==> src/rtl/etc_pkg.sv <==
// Package for the English text classifier: constants, character classes and verdict codes.
`timescale 1ns / 1ps
package etc_pkg;

  localparam int unsigned MaxBytesDef = 1024;
  localparam int unsigned CfgW        = 11;
  localparam logic [CfgW-1:0] MinLengthRst = 11'd50;

  localparam int unsigned ByteW = 8;
  localparam int unsigned OutDataW = 8;

  // Raw and folded characters of interest
  localparam logic [ByteW-1:0] ChSpace  = 8'h20;
  localparam logic [ByteW-1:0] ChNl     = 8'h0A;
  localparam logic [ByteW-1:0] ChFold   = 8'h20;
  localparam logic [ByteW-1:0] ChA      = 8'h61;
  localparam logic [ByteW-1:0] ChE      = 8'h65;
  localparam logic [ByteW-1:0] ChI      = 8'h69;
  localparam logic [ByteW-1:0] ChO      = 8'h6F;
  localparam logic [ByteW-1:0] ChU      = 8'h75;
  localparam logic [ByteW-1:0] ChT      = 8'h74;
  localparam logic [ByteW-1:0] ChN      = 8'h6E;
  localparam logic [ByteW-1:0] ChV      = 8'h76;
  localparam logic [ByteW-1:0] ChJ      = 8'h6A;
  localparam logic [ByteW-1:0] ChK      = 8'h6B;
  localparam logic [ByteW-1:0] ChQ      = 8'h71;
  localparam logic [ByteW-1:0] ChX      = 8'h78;
  localparam logic [ByteW-1:0] ChZ      = 8'h7A;
  localparam logic [ByteW-1:0] ChSemi   = 8'h3B;
  localparam logic [ByteW-1:0] ChGt     = 8'h3E;
  localparam logic [ByteW-1:0] ChLt     = 8'h3C;
  localparam logic [ByteW-1:0] ChSlash  = 8'h2F;
  localparam logic [ByteW-1:0] ChDot    = 8'h2E;
  localparam logic [ByteW-1:0] ChComma  = 8'h2C;
  localparam logic [ByteW-1:0] ChRParen = 8'h29;
  localparam logic [ByteW-1:0] ChPct    = 8'h25;
  localparam logic [ByteW-1:0] ChColon  = 8'h3A;
  localparam logic [ByteW-1:0] ChQuest  = 8'h3F;

  typedef enum logic [2:0] {
    R_ENGLISH   = 3'd0,
    R_SHORT     = 3'd1,
    R_BAD_PUNCT = 3'd2,
    R_SEMI      = 3'd3,
    R_MARKUP    = 3'd4,
    R_STATS     = 3'd5
  } reason_t;

  // Per-byte class flags; one byte may raise several
  typedef struct packed {
    logic vowel;
    logic e;
    logic freq;
    logic rare;
    logic semi;
    logic markup;
    logic space;
    logic punct;
    logic sep;
  } char_class_t;

endpackage

==> src/rtl/etc_decode.sv <==
// Byte decoder: folds a byte and raises the class flags it belongs to.
`timescale 1ns / 1ps
module etc_decode (
  input  logic [etc_pkg::ByteW-1:0] text_byte,
  output etc_pkg::char_class_t      cls
);
  import etc_pkg::*;

  logic [ByteW-1:0] fold;
  logic             low;

  always_comb begin
    fold = text_byte | ChFold;
    low  = ~text_byte[ByteW-1];
    cls.vowel  = low && (fold == ChA || fold == ChE || fold == ChI ||
                         fold == ChO || fold == ChU);
    cls.e      = low && (fold == ChE);
    cls.freq   = low && (fold == ChE || fold == ChT || fold == ChA ||
                         fold == ChI || fold == ChO || fold == ChN);
    cls.rare   = low && (fold == ChV || fold == ChJ || fold == ChK ||
                         fold == ChQ || fold == ChX || fold == ChZ);
    cls.semi   = low && (fold == ChSemi);
    cls.markup = low && (fold == ChGt || fold == ChLt || fold == ChSlash);
    // the NUL byte folds onto space too
    cls.space  = low && (fold == ChSpace);
    // punctuation and separators look at the raw byte
    cls.punct  = text_byte == ChDot || text_byte == ChComma || text_byte == ChRParen ||
                 text_byte == ChPct || text_byte == ChSemi || text_byte == ChColon ||
                 text_byte == ChQuest;
    cls.sep    = text_byte == ChSpace || text_byte == ChNl;
  end

endmodule

==> src/rtl/english_text_classifier.sv <==
// Top level of the English text classifier: byte counters and verdict logic.
//
// Channel  Dir  Ports                                  Contents
// in       in   in_tvalid/in_tready/in_tdata/in_tlast  text_byte [7:0]; in_tlast = last
// out      out  out_tvalid/out_tready/out_tdata        is_english [0], verdict_reason [3:1]
// cfg      in   cfg_we/cfg_wdata                       min_length [10:0]
//
// One byte per cycle is taken unless a last byte waits for the output; each byte passes
// through the input register, and the verdict of a last byte is registered in the output
// register when that byte leaves the input register.
// Reset sets min_length to 50 and clears all counters; counters clear again after
// each verdict. A stalled verdict holds only a following last byte; other bytes
// keep flowing through the counters.
`timescale 1ns / 1ps
module english_text_classifier #(
  parameter int unsigned MAX_BYTES = etc_pkg::MaxBytesDef
) (
  input  logic                         clk,
  input  logic                         rst_n,
  input  logic                         in_tvalid,
  output logic                         in_tready,
  input  logic [etc_pkg::ByteW-1:0]    in_tdata,   // text_byte [7:0]
  input  logic                         in_tlast,
  output logic                         out_tvalid,
  input  logic                         out_tready,
  output logic [etc_pkg::OutDataW-1:0] out_tdata,  // is_english [0], verdict_reason [3:1]
  input  logic                         cfg_we,
  input  logic [etc_pkg::CfgW-1:0]     cfg_wdata   // min_length [10:0]
);
  import etc_pkg::*;

  localparam int unsigned BW = $clog2(MAX_BYTES + 1);
  localparam int unsigned JW = BW + 4;
  localparam logic [BW-1:0] MaxCnt = BW'(MAX_BYTES);

  logic [CfgW-1:0]  min_len_r;

  logic             s1_valid_r;
  logic [ByteW-1:0] s1_byte_r;
  logic             s1_last_r;
  logic             s1_go;
  logic             s1_fire;
  char_class_t      cls;

  logic [BW-1:0] byte_r, byte_upd, byte_nxt;
  logic [BW-1:0] punct_r, punct_upd, punct_nxt;
  logic [BW-1:0] bad_r, bad_upd, bad_nxt;
  logic          pend_r, pend_upd, pend_nxt;
  logic [BW-1:0] vow_r, vow_upd, vow_nxt;
  logic [BW-1:0] e_r, e_upd, e_nxt;
  logic [BW-1:0] freq_r, freq_upd, freq_nxt;
  logic [BW-1:0] rare_r, rare_upd, rare_nxt;
  logic [BW-1:0] semi_r, semi_upd, semi_nxt;
  logic [BW-1:0] mark_r, mark_upd, mark_nxt;
  logic [BW-1:0] space_r, space_upd, space_nxt;
  logic          take;

  logic [JW-1:0] n_x, min_x, bad5, punct_x, semi2, e_x, mark_x, vow5sp, freq_x, rare10;
  reason_t       reason;

  logic                out_valid_r;
  logic [OutDataW-1:0] out_data_r;

  etc_decode u_decode (
    .text_byte (s1_byte_r),
    .cls       (cls)
  );

  // a last byte waits for a free output slot
  assign s1_go     = ~s1_last_r || ~out_valid_r || out_tready;
  assign s1_fire   = s1_valid_r && s1_go;
  assign in_tready = ~s1_valid_r || s1_go;

  always_ff @(posedge clk) begin
    if (!rst_n) begin
      min_len_r <= MinLengthRst;
    end else if (cfg_we) begin
      min_len_r <= cfg_wdata;
    end
  end

  always_ff @(posedge clk) begin
    if (!rst_n) begin
      s1_valid_r <= 1'b0;
    end else if (in_tready) begin
      s1_valid_r <= in_tvalid;
    end
  end

  always_ff @(posedge clk) begin
    if (in_tvalid && in_tready) begin
      s1_byte_r <= in_tdata;
      s1_last_r <= in_tlast;
    end
  end

  always_comb begin
    take      = s1_fire && (byte_r < MaxCnt);
    byte_upd  = byte_r;
    punct_upd = punct_r;
    bad_upd   = bad_r;
    pend_upd  = pend_r;
    vow_upd   = vow_r;
    e_upd     = e_r;
    freq_upd  = freq_r;
    rare_upd  = rare_r;
    semi_upd  = semi_r;
    mark_upd  = mark_r;
    space_upd = space_r;
    if (take) begin
      byte_upd  = byte_r + BW'(1);
      punct_upd = punct_r + BW'(cls.punct);
      bad_upd   = bad_r + BW'(pend_r && !cls.sep);
      pend_upd  = cls.punct;
      vow_upd   = vow_r + BW'(cls.vowel);
      e_upd     = e_r + BW'(cls.e);
      freq_upd  = freq_r + BW'(cls.freq);
      rare_upd  = rare_r + BW'(cls.rare);
      semi_upd  = semi_r + BW'(cls.semi);
      mark_upd  = mark_r + BW'(cls.markup);
      space_upd = space_r + BW'(cls.space);
    end

    // clear everything once the verdict is registered
    if (s1_fire && s1_last_r) begin
      byte_nxt  = '0;
      punct_nxt = '0;
      bad_nxt   = '0;
      pend_nxt  = 1'b0;
      vow_nxt   = '0;
      e_nxt     = '0;
      freq_nxt  = '0;
      rare_nxt  = '0;
      semi_nxt  = '0;
      mark_nxt  = '0;
      space_nxt = '0;
    end else begin
      byte_nxt  = byte_upd;
      punct_nxt = punct_upd;
      bad_nxt   = bad_upd;
      pend_nxt  = pend_upd;
      vow_nxt   = vow_upd;
      e_nxt     = e_upd;
      freq_nxt  = freq_upd;
      rare_nxt  = rare_upd;
      semi_nxt  = semi_upd;
      mark_nxt  = mark_upd;
      space_nxt = space_upd;
    end
  end

  always_ff @(posedge clk) begin
    if (!rst_n) begin
      byte_r  <= '0;
      punct_r <= '0;
      bad_r   <= '0;
      pend_r  <= 1'b0;
      vow_r   <= '0;
      e_r     <= '0;
      freq_r  <= '0;
      rare_r  <= '0;
      semi_r  <= '0;
      mark_r  <= '0;
      space_r <= '0;
    end else begin
      byte_r  <= byte_nxt;
      punct_r <= punct_nxt;
      bad_r   <= bad_nxt;
      pend_r  <= pend_nxt;
      vow_r   <= vow_nxt;
      e_r     <= e_nxt;
      freq_r  <= freq_nxt;
      rare_r  <= rare_nxt;
      semi_r  <= semi_nxt;
      mark_r  <= mark_nxt;
      space_r <= space_nxt;
    end
  end

  // verdict on the counts including the current byte
  always_comb begin
    n_x     = JW'(byte_upd);
    min_x   = JW'(min_len_r);
    punct_x = JW'(punct_upd);
    bad5    = (JW'(bad_upd) << 2) + JW'(bad_upd);
    semi2   = JW'(semi_upd) << 1;
    e_x     = JW'(e_upd);
    mark_x  = JW'(mark_upd);
    vow5sp  = (JW'(vow_upd) << 2) + JW'(vow_upd) + JW'(space_upd);
    freq_x  = JW'(freq_upd);
    rare10  = (JW'(rare_upd) << 3) + (JW'(rare_upd) << 1);
    if (n_x < min_x) begin
      reason = R_SHORT;
    end else if (bad5 > punct_x) begin
      reason = R_BAD_PUNCT;
    end else if (semi2 > e_x) begin
      reason = R_SEMI;
    end else if (mark_x > e_x) begin
      reason = R_MARKUP;
    end else if (vow5sp >= n_x && freq_x >= rare10) begin
      reason = R_ENGLISH;
    end else begin
      reason = R_STATS;
    end
  end

  always_ff @(posedge clk) begin
    if (!rst_n) begin
      out_valid_r <= 1'b0;
    end else if (s1_fire && s1_last_r) begin
      out_valid_r <= 1'b1;
    end else if (out_tready) begin
      out_valid_r <= 1'b0;
    end
  end

  always_ff @(posedge clk) begin
    if (s1_fire && s1_last_r) begin
      out_data_r <= {{(OutDataW - 4){1'b0}}, reason, reason == R_ENGLISH};
    end
  end

  assign out_tvalid = out_valid_r;
  assign out_tdata  = out_data_r;

endmodule
==> config.mk <==
export PLATFORM = sky130hd
export DESIGN_NAME = english_text_classifier
export DESIGN_NICKNAME = d
export VERILOG_FILES = /design/src/rtl/etc_pkg.sv /design/src/rtl/etc_decode.sv /design/src/rtl/english_text_classifier.sv
export SDC_FILE = /design/constraint.sdc
export NUM_CORES = 1
export LEC_CHECK = 0
export BUFFER_PORTS_ARGS = -buffer_cell sky130_fd_sc_hd__buf_2
export CORE_MARGIN = 1
export CORE_UTILIZATION = 55
export CTS_CLUSTER_DIAMETER = 50
export DETAILED_ROUTE_END_ITERATION = 6
export GPL_ROUTABILITY_DRIVEN = 0
export HOLD_SLACK_MARGIN = 0.1
export PLACE_DENSITY_LB_ADDON = 0.1
export SLEW_MARGIN = 20
export SYNTH_ARGS = -nofsm -noshare
export SYNTH_HDL_FRONTEND = slang
export SYNTH_SLANG_ARGS = --single-unit
==> constraint.sdc <==
create_clock -name clk -period 9.9 [get_ports clk]
set_input_delay 0.495 -clock clk [delete_from_list [all_inputs] [get_ports clk]]
set_output_delay 0.495 -clock clk [all_outputs]
set_load 0.005 [all_outputs]
-- Yosys cells after proc, flatten, opt, wreduce, memory -nomap -nowiden
Index checks and enable logic that the tools add are counted.
- bitwise gates (word level): 5
- $lt $le $gt $ge: 7
- add/sub/neg operators: 14
- multiplexer cells: 17
- reduce and logical (&&, ||, !) cells: 44
- eq/ne operators: 26
- operators with widths (kind ; count):
    $mux 11 ; 10
    $add 11x1->11 ; 9
    $eq 7x6->1 const B ; 13
    $eq 8x6->1 const B ; 8
    $add 13x11->14 ; 2
    $logic_or 1x1->1 ; 26
    $eq 7x5->1 const B ; 3
    $add 14x11->15 ; 1
    $add 14x12->15 ; 1
    $ge 11x15->1 ; 1
    $ge 15x11->1 ; 1
    $mux 3 ; 5
    $gt 14x11->1 ; 1
    $logic_and 1x1->1 ; 13
    $gt 12x11->1 ; 1
    $add 11x1->11 const B ; 1
    $gt 11x11->1 ; 1
    $lt 11x11->1 ; 1
    $lt 11x11->1 const B ; 1
    $eq 8x4->1 const B ; 1
    $eq 7x4->1 const B ; 1
    $logic_not 7->1 ; 1
    $not 1->1 ; 5
    $logic_not 3->1 ; 1
    other kinds (4) ; 5
- output and inout bits: 10
- register bits after elaboration: 137
- input port bits: 25
- word-level logic and storage cells: 130

-- Depth between registers and ports, before layout
- depth in word-level cells: 18
- gate-level depth with buffers: 27
- mapped depth without buffers: 26

-- By module
A second synthesis with hierarchy kept.
- cells, all modules: 1026
- area, all modules: 9097.5 µm²
- by module, submodules not included (module ; sequential area each (µm²) ; cells an instance ; area each (µm²) ; times used):
    english_text_classifier ; 2872.8 ; 985 ; 8811.0 ; 1
    etc_decode ; 0.0 ; 41 ; 286.5 ; 1

-- Worst setup path before layout
No wires, ideal clock.
- path kind: reg-to-reg
- start point: register s1_byte_r[2]
- end point: register out_data_r[0] (netlist: out_tdata[0]) (data pin)
- required time: 9645 ps
- period minus slack after synthesis: 5361 ps
- path buffers: 2
- data arrival time: 5105 ps
- cell stages (with the launch flop): 21
- slack: 4539 ps
- cells stage by stage: edfxtp_1 clkbuf_1 or4_1 nor4_1 ha_1 ha_1 and4_1 and3_1 and3_1 xor2_1 fa_1 ha_1 clkbuf_1 or4b_2 o2111ai_1 ha_1 a2111oi_0 o21ai_0 nor3_1 nor4_1 and3_1
- elaborated cells between the ends (all ways): 93
- classes of those cells: add/sub (13); order compare (5); eq/ne (26); mux (14); reduce/logical (35)
- RTL lines (element ; line ; text):
    start: declaration ; english_text_classifier.sv:39 ; logic [ByteW-1:0] s1_byte_r;
    start signal: assignment ; english_text_classifier.sv:92 ; s1_byte_r <= in_tdata;
    $logic_not 7->1 ; etc_decode.sv:25 ; cls.space = low && (fold == ChSpace);
    $logic_and 1x1->1 ; etc_decode.sv:25 ;
    $add 11x1->11 ; english_text_classifier.sv:121 ; space_upd = space_r + BW'(cls.space);
    $mux 11 ; english_text_classifier.sv:110 ; if (take) begin
    via space_upd[10] ; english_text_classifier.sv:55 ; logic [BW-1:0] space_r, space_upd, space_nxt;
    $add 14x11->15 ; english_text_classifier.sv:189 ; vow5sp = (JW'(vow_upd) << 2) + JW'(vow_upd) + JW'(space_upd);
    $ge 15x11->1 ; english_text_classifier.sv:200 ; end else if (vow5sp >= n_x && freq_x >= rare10) begin
    $logic_and 1x1->1 ; english_text_classifier.sv:200 ;
    $mux 3 ; english_text_classifier.sv:200 ;
    $mux 3 ; english_text_classifier.sv:198 ; end else if (mark_x > e_x) begin
    $mux 3 ; english_text_classifier.sv:196 ; end else if (semi2 > e_x) begin
    $mux 3 ; english_text_classifier.sv:194 ; end else if (bad5 > punct_x) begin
    $mux 3 ; english_text_classifier.sv:192 ; if (n_x < min_x) begin
    $logic_not 3->1 ; english_text_classifier.sv:219 ; out_data_r <= {{(OutDataW - 4){1'b0}}, reason, reason == R_ENGLISH};
    end signal: assignment ; english_text_classifier.sv:219 ;
    end: declaration ; english_text_classifier.sv:62 ; logic [OutDataW-1:0] out_data_r;
The timed path passes the listed nets, and every way through them passes these cells.
A chain may end at the register's enable or synchronous reset.

-- Worst setup path in the final report
- start point: register s1_byte_r[2]
- end point: register out_data_r[1] (netlist: out_tdata[1]) (data pin)
- elaborated cells between the ends (all ways): 92
- classes of those cells: add/sub (13); order compare (5); eq/ne (26); mux (14); reduce/logical (34)
- RTL lines (element ; line ; text):
    $logic_not 7->1 ; etc_decode.sv:25 ;
    $logic_and 1x1->1 ; etc_decode.sv:25 ;
    $add 11x1->11 ; english_text_classifier.sv:121 ;
    $mux 11 ; english_text_classifier.sv:110 ;
    via space_upd[10] ; english_text_classifier.sv:55 ;
    $add 14x11->15 ; english_text_classifier.sv:189 ;
    $ge 15x11->1 ; english_text_classifier.sv:200 ;
    $logic_and 1x1->1 ; english_text_classifier.sv:200 ;
    $mux 3 ; english_text_classifier.sv:200 ;
    $mux 3 ; english_text_classifier.sv:198 ;
    $mux 3 ; english_text_classifier.sv:196 ;
    $mux 3 ; english_text_classifier.sv:194 ;
    $mux 3 ; english_text_classifier.sv:192 ;
    via reason[0] ; english_text_classifier.sv:59 ; reason_t reason;
The timed path passes the listed nets, and every way through them passes these cells.

==> results.txt <==
reg-to-reg slack, setup: 3.78 ns
pin count of the biggest net entering global routing: 57
commonest non-fill, non-tap cells in the layout: dfxtp_1 (124), ha_1 (117), nor2_1 (102), nand2_1 (81), nor2b_1 (68)
CTS sink count: 137
synthesized instance count: 1039
most common cell after layout, fill and taps aside: dfxtp_1
fin. max-slew vios: 0
M1 wire length: 9330 um
CTS H-Tree Depth: 4
area leader, netlist: dfxtp_1
max-cap violations: 0
ratio of cells with drive above 1 in the final layout: 6.99%
Clock Skew: 0.00564 ns
top post-synthesis cells by area: dfxtp_1 (27%), ha_1 (16%), xnor2_1 (5.7%), xor2_1 (5.0%), nor2b_1 (4.6%)
Worst Hold Depth: 1
Cell variety after synth: 68
routed length per instance: 14.4 um
die width: 131 um
Num CTS Buffers: 17
RSZ-0062 raised after global routing: no
crit share post-route: 61.8%
clock period minus worst slack: 6.12 ns
number of synthesized flops with an enable pin: 13
hold_buf cts: 0
post-cts sizing count: 0
IO Pins: 35
root buf cell: clkbuf_16
Avg Inst Size Synth: 8.81 um2
CP Class: flip-flop to flip-flop
drt pass-1 iters: 4
Worst Hold End: s1_byte_r[5]
core footprint: 16100 um2
initial antenna violation count: 0
setup TNS: 0 ns
via count: 7067
ys flop type: dfxtp_1
fillers: 1400
Setup violations, final: 0
TritonCTS clock tree: yes
dpl hpwl: 13800 um
flops & latches, synth: 137
Rows: 46
outcome: finished, final reports clean
WL final: 18500 um
Die Y: 131 um
nets@finish: 1210
worst rel slew slack: 31.7%
total die area: 17200 um2
DR iter-0 viols: 395
total area of sequential cells: 2870 um2
antenna-violating nets left: 0
required time worst endpoint: 10.04 ns
post-synth top area share: 27.1%
RR Startpoint: s1_byte_r[2]
Initial Util: 57.0%
Crit. End Element: flip-flop
maximum VDD drop: 0.141 mV
DRC errors left: 0
I/O Buffers: 30
Max clock buf depth: 2
fraction of registers with async set or reset after synthesis: 0%
Worst Setup Start Kind: flip-flop
vias in the first global route: 6479
Power, Total: 1.28 mW
Area Overhead vs Synth: 9.85%
Vias/cell: 5.48
Met2 Wirelength: 8470 um
CTS clk-pin slew, worst paths: 0.06 ns
DR WL met3: 457 um
first-pass GRT wire length: 30500 um
Top Layer Used: met4
setup bufs post-CTS: 0
Hold Vio Cnt, Final: 0
Hold Path Origin: in_tdata[5]
Ys Warns: 0
Worst Max-Slew Pin Slew: 1.02 ns
grt total ovfl: 0
Worst R2R Path Depth: 18
Max Freq: 0.163 GHz
total track usage: 22.9%
critical path fanouts, max: 11
pwr dens: 127 nW/um2
RR Endpoint: out_tdata[1]
Hold Path Class: primary input to flip-flop
diode count: 0
register area share after synthesis: 31.4%
worst-skew pair later-pin latency: 0.42 ns
Static Leakage: 4.60 nW
area of the multi-input gates: 5970 um2
cell area after synthesis: 9160 um2
Worst Path Arrival: 6.26 ns
## sequential cells by signal, indices dropped and copies added, names as in the netlist
name / flops
min_len_r: 11
e_r: 11
bad_r: 11
vow_r: 11
byte_r: 11
s1_valid_r: 1
out_tvalid: 1
out_tdata: 4
space_r: 11
punct_r: 11
pend_r: 1
s1_byte_r: 8
s1_last_r: 1
rare_r: 11
mark_r: 11
semi_r: 11
freq_r: 11
## power by group
part	internal (mW)	switching [mW]
Clock	0.415	0.236
Combinational	0.0183	0.0336
Sequential	0.566	0.00659
Total	1.00	0.276
## worst max path at each step
stage               slack, ns           end  cells past startpoint         start
floorplan                4.54  out_tdata[0]                     20  s1_byte_r[2]
global placement         4.07  out_tdata[1]                     18  s1_byte_r[2]
detailed placement       3.93  out_tdata[1]                     18  s1_byte_r[2]
CTS                      3.77  out_tdata[0]                     24  s1_byte_r[3]
global route             3.40  out_tdata[1]                     24  s1_byte_r[3]
finish                   3.78  out_tdata[1]                     18  s1_byte_r[2]
## area by class of cell
type / instances / area share [%]
Clock inverter: 12 / 1.54
Timing Repair Buffer: 33 / 1.72
Sequential cell: 137 / 28.6
Multi-Input combinational cell: 823 / 59.4
Clock buffer: 20 / 4.34
Tap cell: 216 / 2.69
Inverter: 48 / 1.79
## worst max-delay path, stage by stage, from the launching register on
cell and delay (ns):
edfxtp_1 0.53, or4_1 0.58, nor4_1 0.21, ha_1 0.26, ha_1 0.18, and4_1 0.23, and3_1 0.25, and3_1 0.19
xor2_1 0.28, fa_1 0.47, ha_1 0.44, or4b_2 0.62, o2111ai_1 0.10, ha_1 0.17, o2111ai_1 0.12, o21ai_0 0.27
nor3_1 0.09, nor4_1 0.66, o211ai_1 0.20
## cell usage after synthesis (10+ instances only)
cell type  instances
edfxtp_1          13
ha_1             117
o21ai_0           26
o21bai_1          10
nor2b_1           68
inv_1             48
xor2_1            52
nand3_1           42
dfxtp_1          124
nor2_1           103
mux2i_1           22
nand2_1           81
a21o_1            10
xnor2_1           60
a21oi_1           47
nand4_1           36
nor3_1            16
nor4_1            10
clkbuf_1          22
and3_1            13
## kinds of logic (layout without fill, tap and decap cells)
| logic type | Yosys count | after routing | synth area share [%] |
|---|---|---|---|
| and+or+nand+nor | 409 | 409 | 22.9 |
| AOI/OAI and AO/OA | 147 | 147 | 10.5 |
| DFF | 137 | 137 | 31.4 |
| adders and majority gates | 125 | 125 | 17.7 |
| xor gates and xnor gates | 113 | 113 | 10.9 |
| buffers and inverters | 82 | 113 | 3.74 |
| muxes | 25 | 25 | 2.77 |
| other | 1 | 4 | 0.0409 |
## stage by stage
stage               area (um2)  hold WS, ns  utilization, %  setup WS, ns  instances
global route             10100        0.227            62.6          3.40       1289
floorplan                 9170        0.437               -          4.54       1042
global placement          9470        0.449            59.0          4.07       1257
CTS                      10100        0.228            62.6          3.77       1289
finish                   10100        0.243            62.6          3.78       1289
detailed placement        9470        0.456            59.0          3.93       1257
## metal layers
layer / track usage [%] / vias up
met5: 0 / -
li1: - / 3699
met3: 4.28 / 19
met4: 7.84 / 0
met1: 30.3 / 3286
met2: 37.6 / 63
Note: power is estimated with default switching activity, not from simulation.
